### src/isl_pkg.sv
// ---------------------------------------------------------------------------
// isl_pkg
// Shared sizes, operation and status codes, and control types of the
// indexed shift list.
// ---------------------------------------------------------------------------
`default_nettype none

package isl_pkg;

   localparam int DEPTH   = 64;
   localparam int WIDTH   = 32;

   localparam int IDX_W   = $clog2(DEPTH);
   localparam int CNT_W   = $clog2(DEPTH + 1);

   localparam int FUNC_W  = 3;
   localparam int POS_W   = 7;
   localparam int VALUE_W = 32;
   localparam int FIELD_W = 7;
   localparam int STAT_W  = 2;

   localparam int CMP_W   = (POS_W > CNT_W) ? POS_W : CNT_W;

   localparam int REQ_DATA_W = 48;
   localparam int RSP_DATA_W = 48;

   typedef enum logic [FUNC_W-1:0] {
      FUNC_PUSH_BACK  = 3'd0,
      FUNC_PUSH_FRONT = 3'd1,
      FUNC_POP_BACK   = 3'd2,
      FUNC_POP_FRONT  = 3'd3,
      FUNC_INSERT     = 3'd4,
      FUNC_ERASE      = 3'd5,
      FUNC_READ       = 3'd6
   } func_type;

   typedef enum logic [STAT_W-1:0] {
      STAT_OK    = 2'd0,
      STAT_FULL  = 2'd1,
      STAT_EMPTY = 2'd2,
      STAT_RANGE = 2'd3
   } status_type;

   typedef struct packed {
      logic             open;
      logic             close;
      logic [IDX_W-1:0] at;
      logic [WIDTH-1:0] value;
   } cell_ctl_type;

   typedef struct packed {
      logic [CNT_W-1:0] count;
      status_type       status;
      logic             read_hit;
   } result_type;

endpackage

`default_nettype wire

### src/isl_cell.sv
// ---------------------------------------------------------------------------
// isl_cell
// One slot of the list: holds, loads, or takes a neighbor's word.
// ---------------------------------------------------------------------------
`default_nettype none

module isl_cell
   import isl_pkg::*;
(
   input  wire logic             clock,
   input  wire cell_ctl_type     ctl,
   input  wire logic [IDX_W-1:0] slot,
   input  wire logic [WIDTH-1:0] left_data,
   input  wire logic [WIDTH-1:0] right_data,
   output      logic [WIDTH-1:0] data
);

   logic [WIDTH-1:0] data_ff;
   logic [WIDTH-1:0] data_in;

   always_comb begin
      data_in = data_ff;
      priority if (ctl.open && (slot > ctl.at)) begin
         data_in = left_data;
      end else if (ctl.open && (slot == ctl.at)) begin
         data_in = ctl.value;
      end else if (ctl.close && (slot >= ctl.at)) begin
         data_in = right_data;
      end else begin
         data_in = data_ff;
      end
   end

   always_ff @(posedge clock) begin
      data_ff <= data_in;
   end

   assign data = data_ff;

endmodule

`default_nettype wire

### src/isl_ctrl.sv
// ---------------------------------------------------------------------------
// isl_ctrl
// Operation decode, range checks and entry count of the indexed shift list.
// ---------------------------------------------------------------------------
`default_nettype none

module isl_ctrl
   import isl_pkg::*;
(
   input  wire logic             clock,
   input  wire logic             reset,
   input  wire logic             accept,
   input  wire logic [FUNC_W-1:0] func,
   input  wire logic [POS_W-1:0] position,
   input  wire logic [WIDTH-1:0] value,
   output      cell_ctl_type     ctl,
   output      result_type       result,
   output      logic [CNT_W-1:0] count
);

   logic [CNT_W-1:0] count_ff;
   logic [CNT_W-1:0] count_in;
   logic             open_c;
   logic             close_c;
   logic [IDX_W-1:0] at_c;
   status_type       status_c;
   logic             read_hit_c;
   logic [CMP_W-1:0] pos_x;
   logic [CMP_W-1:0] cnt_x;
   logic             is_full;
   logic             is_empty;

   assign pos_x    = CMP_W'(position);
   assign cnt_x    = CMP_W'(count_ff);
   assign is_full  = (count_ff == CNT_W'(DEPTH));
   assign is_empty = (count_ff == '0);

   always_comb begin
      open_c     = 1'b0;
      close_c    = 1'b0;
      at_c       = '0;
      status_c   = STAT_OK;
      read_hit_c = 1'b0;
      count_in   = count_ff;
      unique case (func)
         FUNC_PUSH_BACK, FUNC_PUSH_FRONT: begin
            if (is_full) begin
               status_c = STAT_FULL;
            end else begin
               open_c   = 1'b1;
               at_c     = (func == FUNC_PUSH_BACK) ? IDX_W'(count_ff) : '0;
               count_in = count_ff + CNT_W'(1);
            end
         end
         FUNC_POP_BACK, FUNC_POP_FRONT: begin
            if (is_empty) begin
               status_c = STAT_EMPTY;
            end else begin
               close_c  = (func == FUNC_POP_FRONT);
               count_in = count_ff - CNT_W'(1);
            end
         end
         FUNC_INSERT: begin
            if (pos_x > cnt_x) begin
               status_c = STAT_RANGE;
            end else if (is_full) begin
               status_c = STAT_FULL;
            end else begin
               open_c   = 1'b1;
               at_c     = IDX_W'(position);
               count_in = count_ff + CNT_W'(1);
            end
         end
         FUNC_ERASE, FUNC_READ: begin
            if (is_empty) begin
               status_c = STAT_EMPTY;
            end else if (pos_x >= cnt_x) begin
               status_c = STAT_RANGE;
            end else if (func == FUNC_ERASE) begin
               close_c  = 1'b1;
               at_c     = IDX_W'(position);
               count_in = count_ff - CNT_W'(1);
            end else begin
               read_hit_c = 1'b1;
            end
         end
         default: begin
            status_c = STAT_OK;
         end
      endcase
   end

   always_ff @(posedge clock) begin
      if (reset) begin
         count_ff <= '0;
      end else if (accept) begin
         count_ff <= count_in;
      end
   end

   assign ctl.open        = open_c & accept;
   assign ctl.close       = close_c & accept;
   assign ctl.at          = at_c;
   assign ctl.value       = value;
   assign result.count    = count_in;
   assign result.status   = status_c;
   assign result.read_hit = read_hit_c;
   assign count           = count_ff;

endmodule

`default_nettype wire

### src/indexed_shift_list_unit.sv
// A result beat is registered in the cycle after its request beat is accepted.
// Throughput: one request beat per cycle unless output stalls; every cell of
// the row shifts in the same cycle, and a new beat is taken while the result
// register drains. Reset clears the entry count and the result valid; cell
// contents are left as they are and only slots below the count are ever read.
// ---------------------------------------------------------------------------
// indexed_shift_list_unit
// Ordered list held in a row of shifting cells with push, pop, insert,
// erase and read by index.
// ---------------------------------------------------------------------------
`default_nettype none

module indexed_shift_list_unit
   import isl_pkg::*;
(
   input  wire logic                  clock,
   input  wire logic                  reset,
   input  wire logic                  req_tvalid,
   output      logic                  req_tready,
   // func[2:0], position[9:3], item_value[41:10], zero fill[47:42]
   input  wire logic [REQ_DATA_W-1:0] req_tdata,
   output      logic                  rsp_tvalid,
   input  wire logic                  rsp_tready,
   // read_value[31:0], count[38:32], free_slots[45:39], status[47:46]
   output      logic [RSP_DATA_W-1:0] rsp_tdata
);

   logic                  req_accept;
   logic [FUNC_W-1:0]     req_func;
   logic [POS_W-1:0]      req_position;
   logic [VALUE_W-1:0]    req_item_value;
   cell_ctl_type          cell_ctl;
   result_type            result;
   logic [CNT_W-1:0]      list_count;
   logic [WIDTH-1:0]      cell_data [DEPTH];
   logic [VALUE_W-1:0]    read_value;
   logic [CNT_W-1:0]      free_slots;
   logic                  rsp_tvalid_ff;
   logic                  rsp_tvalid_in;
   logic [RSP_DATA_W-1:0] rsp_tdata_ff;
   logic [RSP_DATA_W-1:0] rsp_tdata_in;

   assign req_func       = req_tdata[2:0];
   assign req_position   = req_tdata[9:3];
   assign req_item_value = req_tdata[41:10];

   assign req_tready = !rsp_tvalid_ff || rsp_tready;
   assign req_accept = req_tvalid && req_tready;

   isl_ctrl u_ctrl (
      .clock    (clock),
      .reset    (reset),
      .accept   (req_accept),
      .func     (req_func),
      .position (req_position),
      .value    (WIDTH'(req_item_value)),
      .ctl      (cell_ctl),
      .result   (result),
      .count    (list_count)
   );

   for (genvar i = 0; i < DEPTH; i++) begin : g_cell
      logic [WIDTH-1:0] left_data;
      logic [WIDTH-1:0] right_data;
      if (i == 0) begin : g_first
         assign left_data = '0;
      end else begin : g_mid_l
         assign left_data = cell_data[i-1];
      end
      if (i == DEPTH - 1) begin : g_last
         assign right_data = '0;
      end else begin : g_mid_r
         assign right_data = cell_data[i+1];
      end
      isl_cell u_cell (
         .clock      (clock),
         .ctl        (cell_ctl),
         .slot       (IDX_W'(i)),
         .left_data  (left_data),
         .right_data (right_data),
         .data       (cell_data[i])
      );
   end

   assign read_value = result.read_hit ? VALUE_W'(cell_data[req_position[IDX_W-1:0]]) : '0;
   assign free_slots = CNT_W'(DEPTH) - result.count;

   always_comb begin
      rsp_tvalid_in = rsp_tvalid_ff;
      rsp_tdata_in  = rsp_tdata_ff;
      priority if (req_accept) begin
         rsp_tvalid_in = 1'b1;
         rsp_tdata_in  = {result.status, FIELD_W'(free_slots), FIELD_W'(result.count),
                          read_value};
      end else if (rsp_tready) begin
         rsp_tvalid_in = 1'b0;
      end else begin
         rsp_tvalid_in = rsp_tvalid_ff;
      end
   end

   always_ff @(posedge clock) begin
      if (reset) begin
         rsp_tvalid_ff <= 1'b0;
      end else begin
         rsp_tvalid_ff <= rsp_tvalid_in;
      end
   end

   always_ff @(posedge clock) begin
      rsp_tdata_ff <= rsp_tdata_in;
   end

   assign rsp_tvalid = rsp_tvalid_ff;
   assign rsp_tdata  = rsp_tdata_ff;

   a_count_bound: assert property (@(posedge clock) disable iff (reset)
      list_count <= CNT_W'(DEPTH))
      else $error("entry count above capacity");

   a_accept_gives_beat: assert property (@(posedge clock) disable iff (reset)
      req_accept |=> rsp_tvalid_ff)
      else $error("accepted request without result beat");

   a_count_free_sum: assert property (@(posedge clock) disable iff (reset)
      rsp_tvalid_ff |-> (rsp_tdata_ff[38:32] + rsp_tdata_ff[45:39] == FIELD_W'(DEPTH)))
      else $error("count and free slots do not add to capacity");

   a_fail_keeps_count: assert property (@(posedge clock) disable iff (reset)
      (req_accept && (result.status != STAT_OK)) |=> $stable(list_count))
      else $error("failed operation changed the list");

   a_read_only_ok: assert property (@(posedge clock) disable iff (reset)
      (rsp_tvalid_ff && (rsp_tdata_ff[47:46] != STAT_OK)) |-> (rsp_tdata_ff[31:0] == '0))
      else $error("read value on a failed operation");

endmodule

`default_nettype wire
### config.mk
export PLATFORM = sky130hd
export DESIGN_NAME = indexed_shift_list_unit
export DESIGN_NICKNAME = d
export VERILOG_FILES = /design/src/isl_pkg.sv /design/src/isl_cell.sv /design/src/isl_ctrl.sv /design/src/indexed_shift_list_unit.sv
export SDC_FILE = /design/constraint.sdc
export NUM_CORES = 2
export LEC_CHECK = 0
export BUFFER_PORTS_ARGS = -buffer_cell sky130_fd_sc_hd__buf_2
export CAP_MARGIN = 20
export CORE_MARGIN = 4
export CORE_UTILIZATION = 55
export CTS_CLUSTER_SIZE = 28
export DETAILED_ROUTE_END_ITERATION = 8
export HOLD_SLACK_MARGIN = 0.12
export PLACE_DENSITY = 0.68
export SYNTH_ARGS = -nofsm -noshare
export SYNTH_HDL_FRONTEND = slang
export SYNTH_SLANG_ARGS = --single-unit
export TNS_END_PERCENT = 1
### constraint.sdc
create_clock -name clock -period 22.9 [get_ports clock]
set_clock_uncertainty 0.15 [all_clocks]
set_input_delay 1.145 -clock clock [delete_from_list [all_inputs] [get_ports clock]]
set_output_delay 1.145 -clock clock [all_outputs]
set_load 0.05 [all_outputs]
# Word-level counts from Yosys, hierarchy flattened
# Cells that the tools add are included.
[classes] n_mux=229 add_sub_neg=3 eq_ne=70 bitwise=3 reduce_logical=266 order_cmp=131
[ops] operator="$mux 32" n=193
[ops] operator="$logic_and 1x1->1" n=193
[ops] operator="$bmux 32 s6" n=1
[ops] operator="$eq 6x6->1 const A" n=32
[ops] operator="$ge 6x6->1 const A" n=32
[ops] operator="$gt 6x6->1 const A" n=32
[ops] operator="$reduce_bool 3->1" n=63
[ops] operator="$eq 5x6->1 const A" n=16
[ops] operator="$ge 5x6->1 const A" n=16
[ops] operator="$gt 5x6->1 const A" n=16
[ops] operator="$eq 4x6->1 const A" n=8
[ops] operator="$ge 4x6->1 const A" n=8
[ops] operator="$gt 4x6->1 const A" n=8
[ops] operator="$mux 6" n=7
[ops] operator="$mux 7" n=6
[ops] operator="$pmux 7 s4" n=1
[ops] operator="$eq 3x6->1 const A" n=4
[ops] operator="$ge 3x6->1 const A" n=4
[ops] operator="$gt 3x6->1 const A" n=4
[ops] operator="$pmux 6 s3" n=1
[ops] operator="$mux 1" n=13
[ops] operator="$eq 2x6->1 const A" n=2
[ops] operator="$ge 1x6->1 const A" n=2
[ops] operator="$ge 2x6->1 const A" n=2
[ops] operator="25 further kinds" n=38
[totals] elab_cells=770 reg_bits=2104 input_bits=52 out_inout_bits=50

# Logic depth before layout (Yosys ltp)
[depth] ltp_word=10 depth_mapped=19 mapped_depth_nobuf=13

# Cells and area by module
# From an unflattened synthesis, not the netlist that was laid out.
[hier_totals] cells_unflattened=9506 hier_area_um2=158459.5
[by_module_without_submodules] module="isl_cell" cells_per_inst=127 instances=64 area_each_um2=2170.8 seq_area_each_um2=960.9
[by_module_without_submodules] module="indexed_shift_list_unit" cells_per_inst=1166 instances=1 area_each_um2=17972.2 seq_area_each_um2=1431.4
[by_module_without_submodules] module="isl_ctrl" cells_per_inst=212 instances=1 area_each_um2=1554.0 seq_area_each_um2=140.1

# Worst setup path before layout
# Ideal clock, no wire load.
[synth_path] path_type="input to register" start="input port req_tdata[3]" end="register g_cell[4].u_cell.data_ff[0] (enable)" path_slack_ns=14.802 cell_stages=14 setup_time_ns=0.461 required_ns=22.289 n_path_buf=1 arrival_time_ns=7.487 path_cell_list="clkbuf_1 inv_1 ha_1 nand2b_1 a211o_1 a21oi_1 o2bb2ai_1 and3_1 o21ai_1 inv_1 nand2_1 inv_1 nand2_1 nor3_1"
[synth_between] elab_chain_cells=7 elab_cells_between_ends=22 classes_between="4 x order compare; 1 x eq/ne; 11 x mux; 2 x bitwise; 4 x reduce/logical"
[synth_rtl] element="start, declared" line="indexed_shift_list_unit.sv:21" rtl="input wire logic [REQ_DATA_W-1:0] req_tdata,"
[synth_rtl] element="$ge 7x7->1 / $mux 6 (equally long branches)" line="isl_ctrl.sv:77, isl_ctrl.sv:79"
[synth_rtl] element="$mux 6 / $mux 1 (equally long branches)" line="isl_ctrl.sv:77" rtl="end else if (pos_x >= cnt_x) begin"
[synth_rtl] element="$mux 6 / $mux 1 (equally long branches)" line="isl_ctrl.sv:75" rtl="if (is_empty) begin"
[synth_rtl] element="$pmux 6 s3 / $pmux 1 s2 (equally long branches)" line="isl_ctrl.sv:45" rtl="unique case (func)"
[synth_rtl] element="$ge 3x6->1 (tied with other cells)" line="isl_cell.sv:27" rtl="end else if (ctl.close && (slot >= ctl.at)) begin"
[synth_rtl] element="$logic_and 1x1->1 (on tied branches)" line="isl_cell.sv:27, isl_cell.sv:23, isl_cell.sv:25"
[synth_rtl] element="$reduce_bool 3->1 (no source line) (*)"
[synth_rtl] element="end signal, assigned" line="isl_cell.sv:35" rtl="data_ff <= data_in;"
[synth_rtl] element="end, declared" line="isl_cell.sv:18" rtl="logic [WIDTH-1:0] data_ff;"
# Mark *: on every way between the ends. The rest lies on a longest branch, timed or not.
# A chain may end at the register's enable or synchronous reset.

# Final worst setup path
[layout_path] start="input port req_tdata[3]" end="register rsp_tdata_ff[0], in the netlist rsp_tdata[0] (data pin)"
[layout_between] elab_chain_cells=4 elab_cells_between_ends=8 classes_between="1 x order compare; 6 x mux; 1 x bitwise"
[layout_rtl] element="$not 6->7 (not written as such) / $ge 7x7->1 (equally long branches)" line="indexed_shift_list_unit.sv:85, isl_ctrl.sv:77"
[layout_rtl] element="$bmux 32 s6 / $mux 1 (equally long branches)" line="indexed_shift_list_unit.sv:85, isl_ctrl.sv:77"
[layout_rtl] element="$mux 32 (not written as such) / $mux 1 (equally long branches)" line="indexed_shift_list_unit.sv:85, isl_ctrl.sv:75"
[layout_rtl] element="$mux 32 (not written as such) / $mux 1 (equally long branches)" line="indexed_shift_list_unit.sv:85, isl_ctrl.sv:45"
[layout_rtl] element="end signal, assigned" line="indexed_shift_list_unit.sv:111" rtl="rsp_tdata_ff <= rsp_tdata_in;"
[layout_rtl] element="end, declared" line="indexed_shift_list_unit.sv:40" rtl="logic [RSP_DATA_W-1:0] rsp_tdata_ff;"
# Parallel ways exist; a longest one is shown, timed or not. The select of a mux whose other input is x is not followed.

==> flow_summary.yaml <==
timing:
  setup_tns_ns: 0
  grt_setup_unrepaired: "no"
  worstMarginPinSlew_ns: 1.22
  hold_viol: 0
  setup_ws_ns: 15.44
  finalSetupViolations: 0
  slew_viol_final: 0
  maxSlewHeadroom_pct: 18.4
  max_freq_ghz: 0.134
  min_period_ns: 7.46
  fin_crit_sh_pct: 32.6
setup_path:
  worst_setup_path_start_kind: "input port"
  crit_fanout: 98
  crit_arrival_ns: 7.92
  slowest_stage: "buf_4"
  crit_chain: "buf_8, buf_4, buf_4, buf_4, buf_12, buf_4, mux4_2, mux4_2, mux4_2, nor2b_1"
  crit_path_max_incr_delay_ns: 0.84
  crit_required_ns: 23.36
  worstSetupPathType: "in -> reg"
  endpoint_kind: "flip-flop"
  crit_top_cell: "buf_4"
pwr:
  power_density_mw_per_mm2: 75.7
  worst_ir_drop_vdd_uv: 70.7
  power_leakage_nw: 47.4
run_status:
  status: "completed"
cts:
  htreeDepth: 4
  cts_buffers: 228
  cts.sinks: 2103
  clk_latency_ns: 0.91
  clockRootBuffer: "clkbuf_16"
  cts_tree: "yes"
  clockBufferDepth: 3
  path_clk_slew_ns: 0.06
  cts_setup_buffers: 0
  holdBufCountCts: 0
  cts-resized-gates: 0
routing:
  met3_wirelength_mm: 65.5
  maxUsedRoutingLayer: "met5"
  wl_per_cell_um: 36.7
  m1WireLength_mm: 154
  dr_total_vias: 93300
  vias_per_cell: 7.32
  wirelength_mm: 467
  drt-initial-drc-count: 14800
  route.met2.wl_mm: 202
  antenna_left: 0
  drc_errors: 0
  dr.pass1.iters: 7
floorplan:
  ios: 102
  dieArea_mm2: 0.230
  fp-row-count: 173
  die_width_um: 480
  die_h_um: 480
  initial_core_util_pct: 55.2
  core_area_mm2: 0.222
global_routing:
  grt_max_degree: 131
  grt_pass1_wl_mm: 660
  grtUsageTotal_pct: 39.7
  grt_pass1_vias: 90100
  overflow: 0
  antenna_found_initial: 38
final_layout:
  drive_gt1_share_pct: 17.8
  syn_to_final_growth_pct: 8.63
  final_core_util_pct: 60.0
  fill_cells: 17700
  regArea_mm2: 0.0628
  final_cell_mix: "edfxtp_1, mux2i_1, nand2_1"
  layout_commonest_cell: "edfxtp_1"
  nNetsFinal: 9624
  multiInputGateArea_mm2: 0.0559
flow_run:
  maxCapViolations: 0
yosys:
  ys.flop_type: "edfxtp_1"
  ys_ff_latch: 2103
  syn_nets: 10100
  async_reset_ff_share_pct: 0
  ys_types: 87
  synth_area_mm2: 0.123
  synth_warnings: 0
  syn_area_per_cell_um2: 12.2
  ys_seq_area_share_pct: 51.2
  synthesis.instances: 10000
  synth_edf_count: 2063
placed_design:
  numPortBuffers: 95
  pre_cts_ws_ns: 14.48
  gp_congestion: 0.972
  hpwl_mm: 277
worst_hold_path:
  hold_path_class: "reg -> reg"
==> report_power, final <==
part | switching [W] | internal (W)
clock | 0.00161 | 0.00214
sequential | 0.000219 | 0.00457
combinational | 0.00101 | 0.000522
==> layer usage <==
layer / up-vias / GRT usage (%)
met3: 1759 / 13.7
met1: 46500 / 48.0
li1: 37600 / -
met5: - / 0.166
met2: 7424 / 58.1
met4: 30 / 31.6
==> worst paths after layout <==
kind	from	endpoint	slack, ns	depth (start not counted)
setup reg to reg	u_ctrl.count[3]	g_cell[13].u_cell.data[0]	16.33	12
hold reg to reg	g_cell[0].u_cell.data[5]	g_cell[0].u_cell.data[5]	0.33	2
hold / removal	g_cell[0].u_cell.data[5]	g_cell[0].u_cell.data[5]	0.33	2
setup / recovery	req_tdata[3]	rsp_tdata[0]	15.44	10
==> cells in the mapped netlist (all sizes together) (122+ instances only) <==
library cell	number	area, µm²
a221o	160	1600
nor2	874	3320
mux2i	1387	13900
o22ai	122	782
buf	351	1910
mux2	256	2880
a21oi	744	3730
clkbuf	684	2570
inv	212	796
mux4	672	15100
edfxtp	2063	61900
o21ai	877	4410
nand2	894	3360
==> state kept, by name (all words and copies together) (netlist names) <==
signal and flops:
g_cell.u_cell.data 2048, rsp_tdata 47, u_ctrl.count 7, rsp_tvalid 1
==> logic make-up after synthesis <==
kind of cell,share of synthesized area (%)
compound gates,11.3
xor+xnor,0.0500
fa+ha+maj,0.102
buf+inv,4.31
flops,51.2
mux,26.0
simple gates,7.05
==> through the flow <==
step	hold slack, ns	instance area [µm²]	cells	power [W]
floorplan	0.292	123000	10000	0.00570
detailed placement	0.320	126000	12300	0.00633
global placement	0.302	126000	12300	0.00627
global route	0.357	133000	12700	0.0103
CTS	0.329	133000	12700	0.0100
finish	0.328	133000	12700	0.0101
==> final cells by class <==
cell class                      count  area share [%]
Clock inverter                    118           0.962
Timing Repair Buffer              351            1.94
Clock buffer                      302            4.57
Tap cell                         2975            2.80
Sequential cell                  2103            47.1
Inverter                          214           0.610
Antenna cell                       20          0.0376
Multi-Input combinational cell   6664            42.0
==> critical path: cells and delay by family <==
family / cells / cell delay (ns)
AND/OR/NAND/NOR: 1 / 0.15
multiplexers: 3 / 1.90
buffers and inverters: 6 / 4.19
Power figures use the tool's default switching activity.
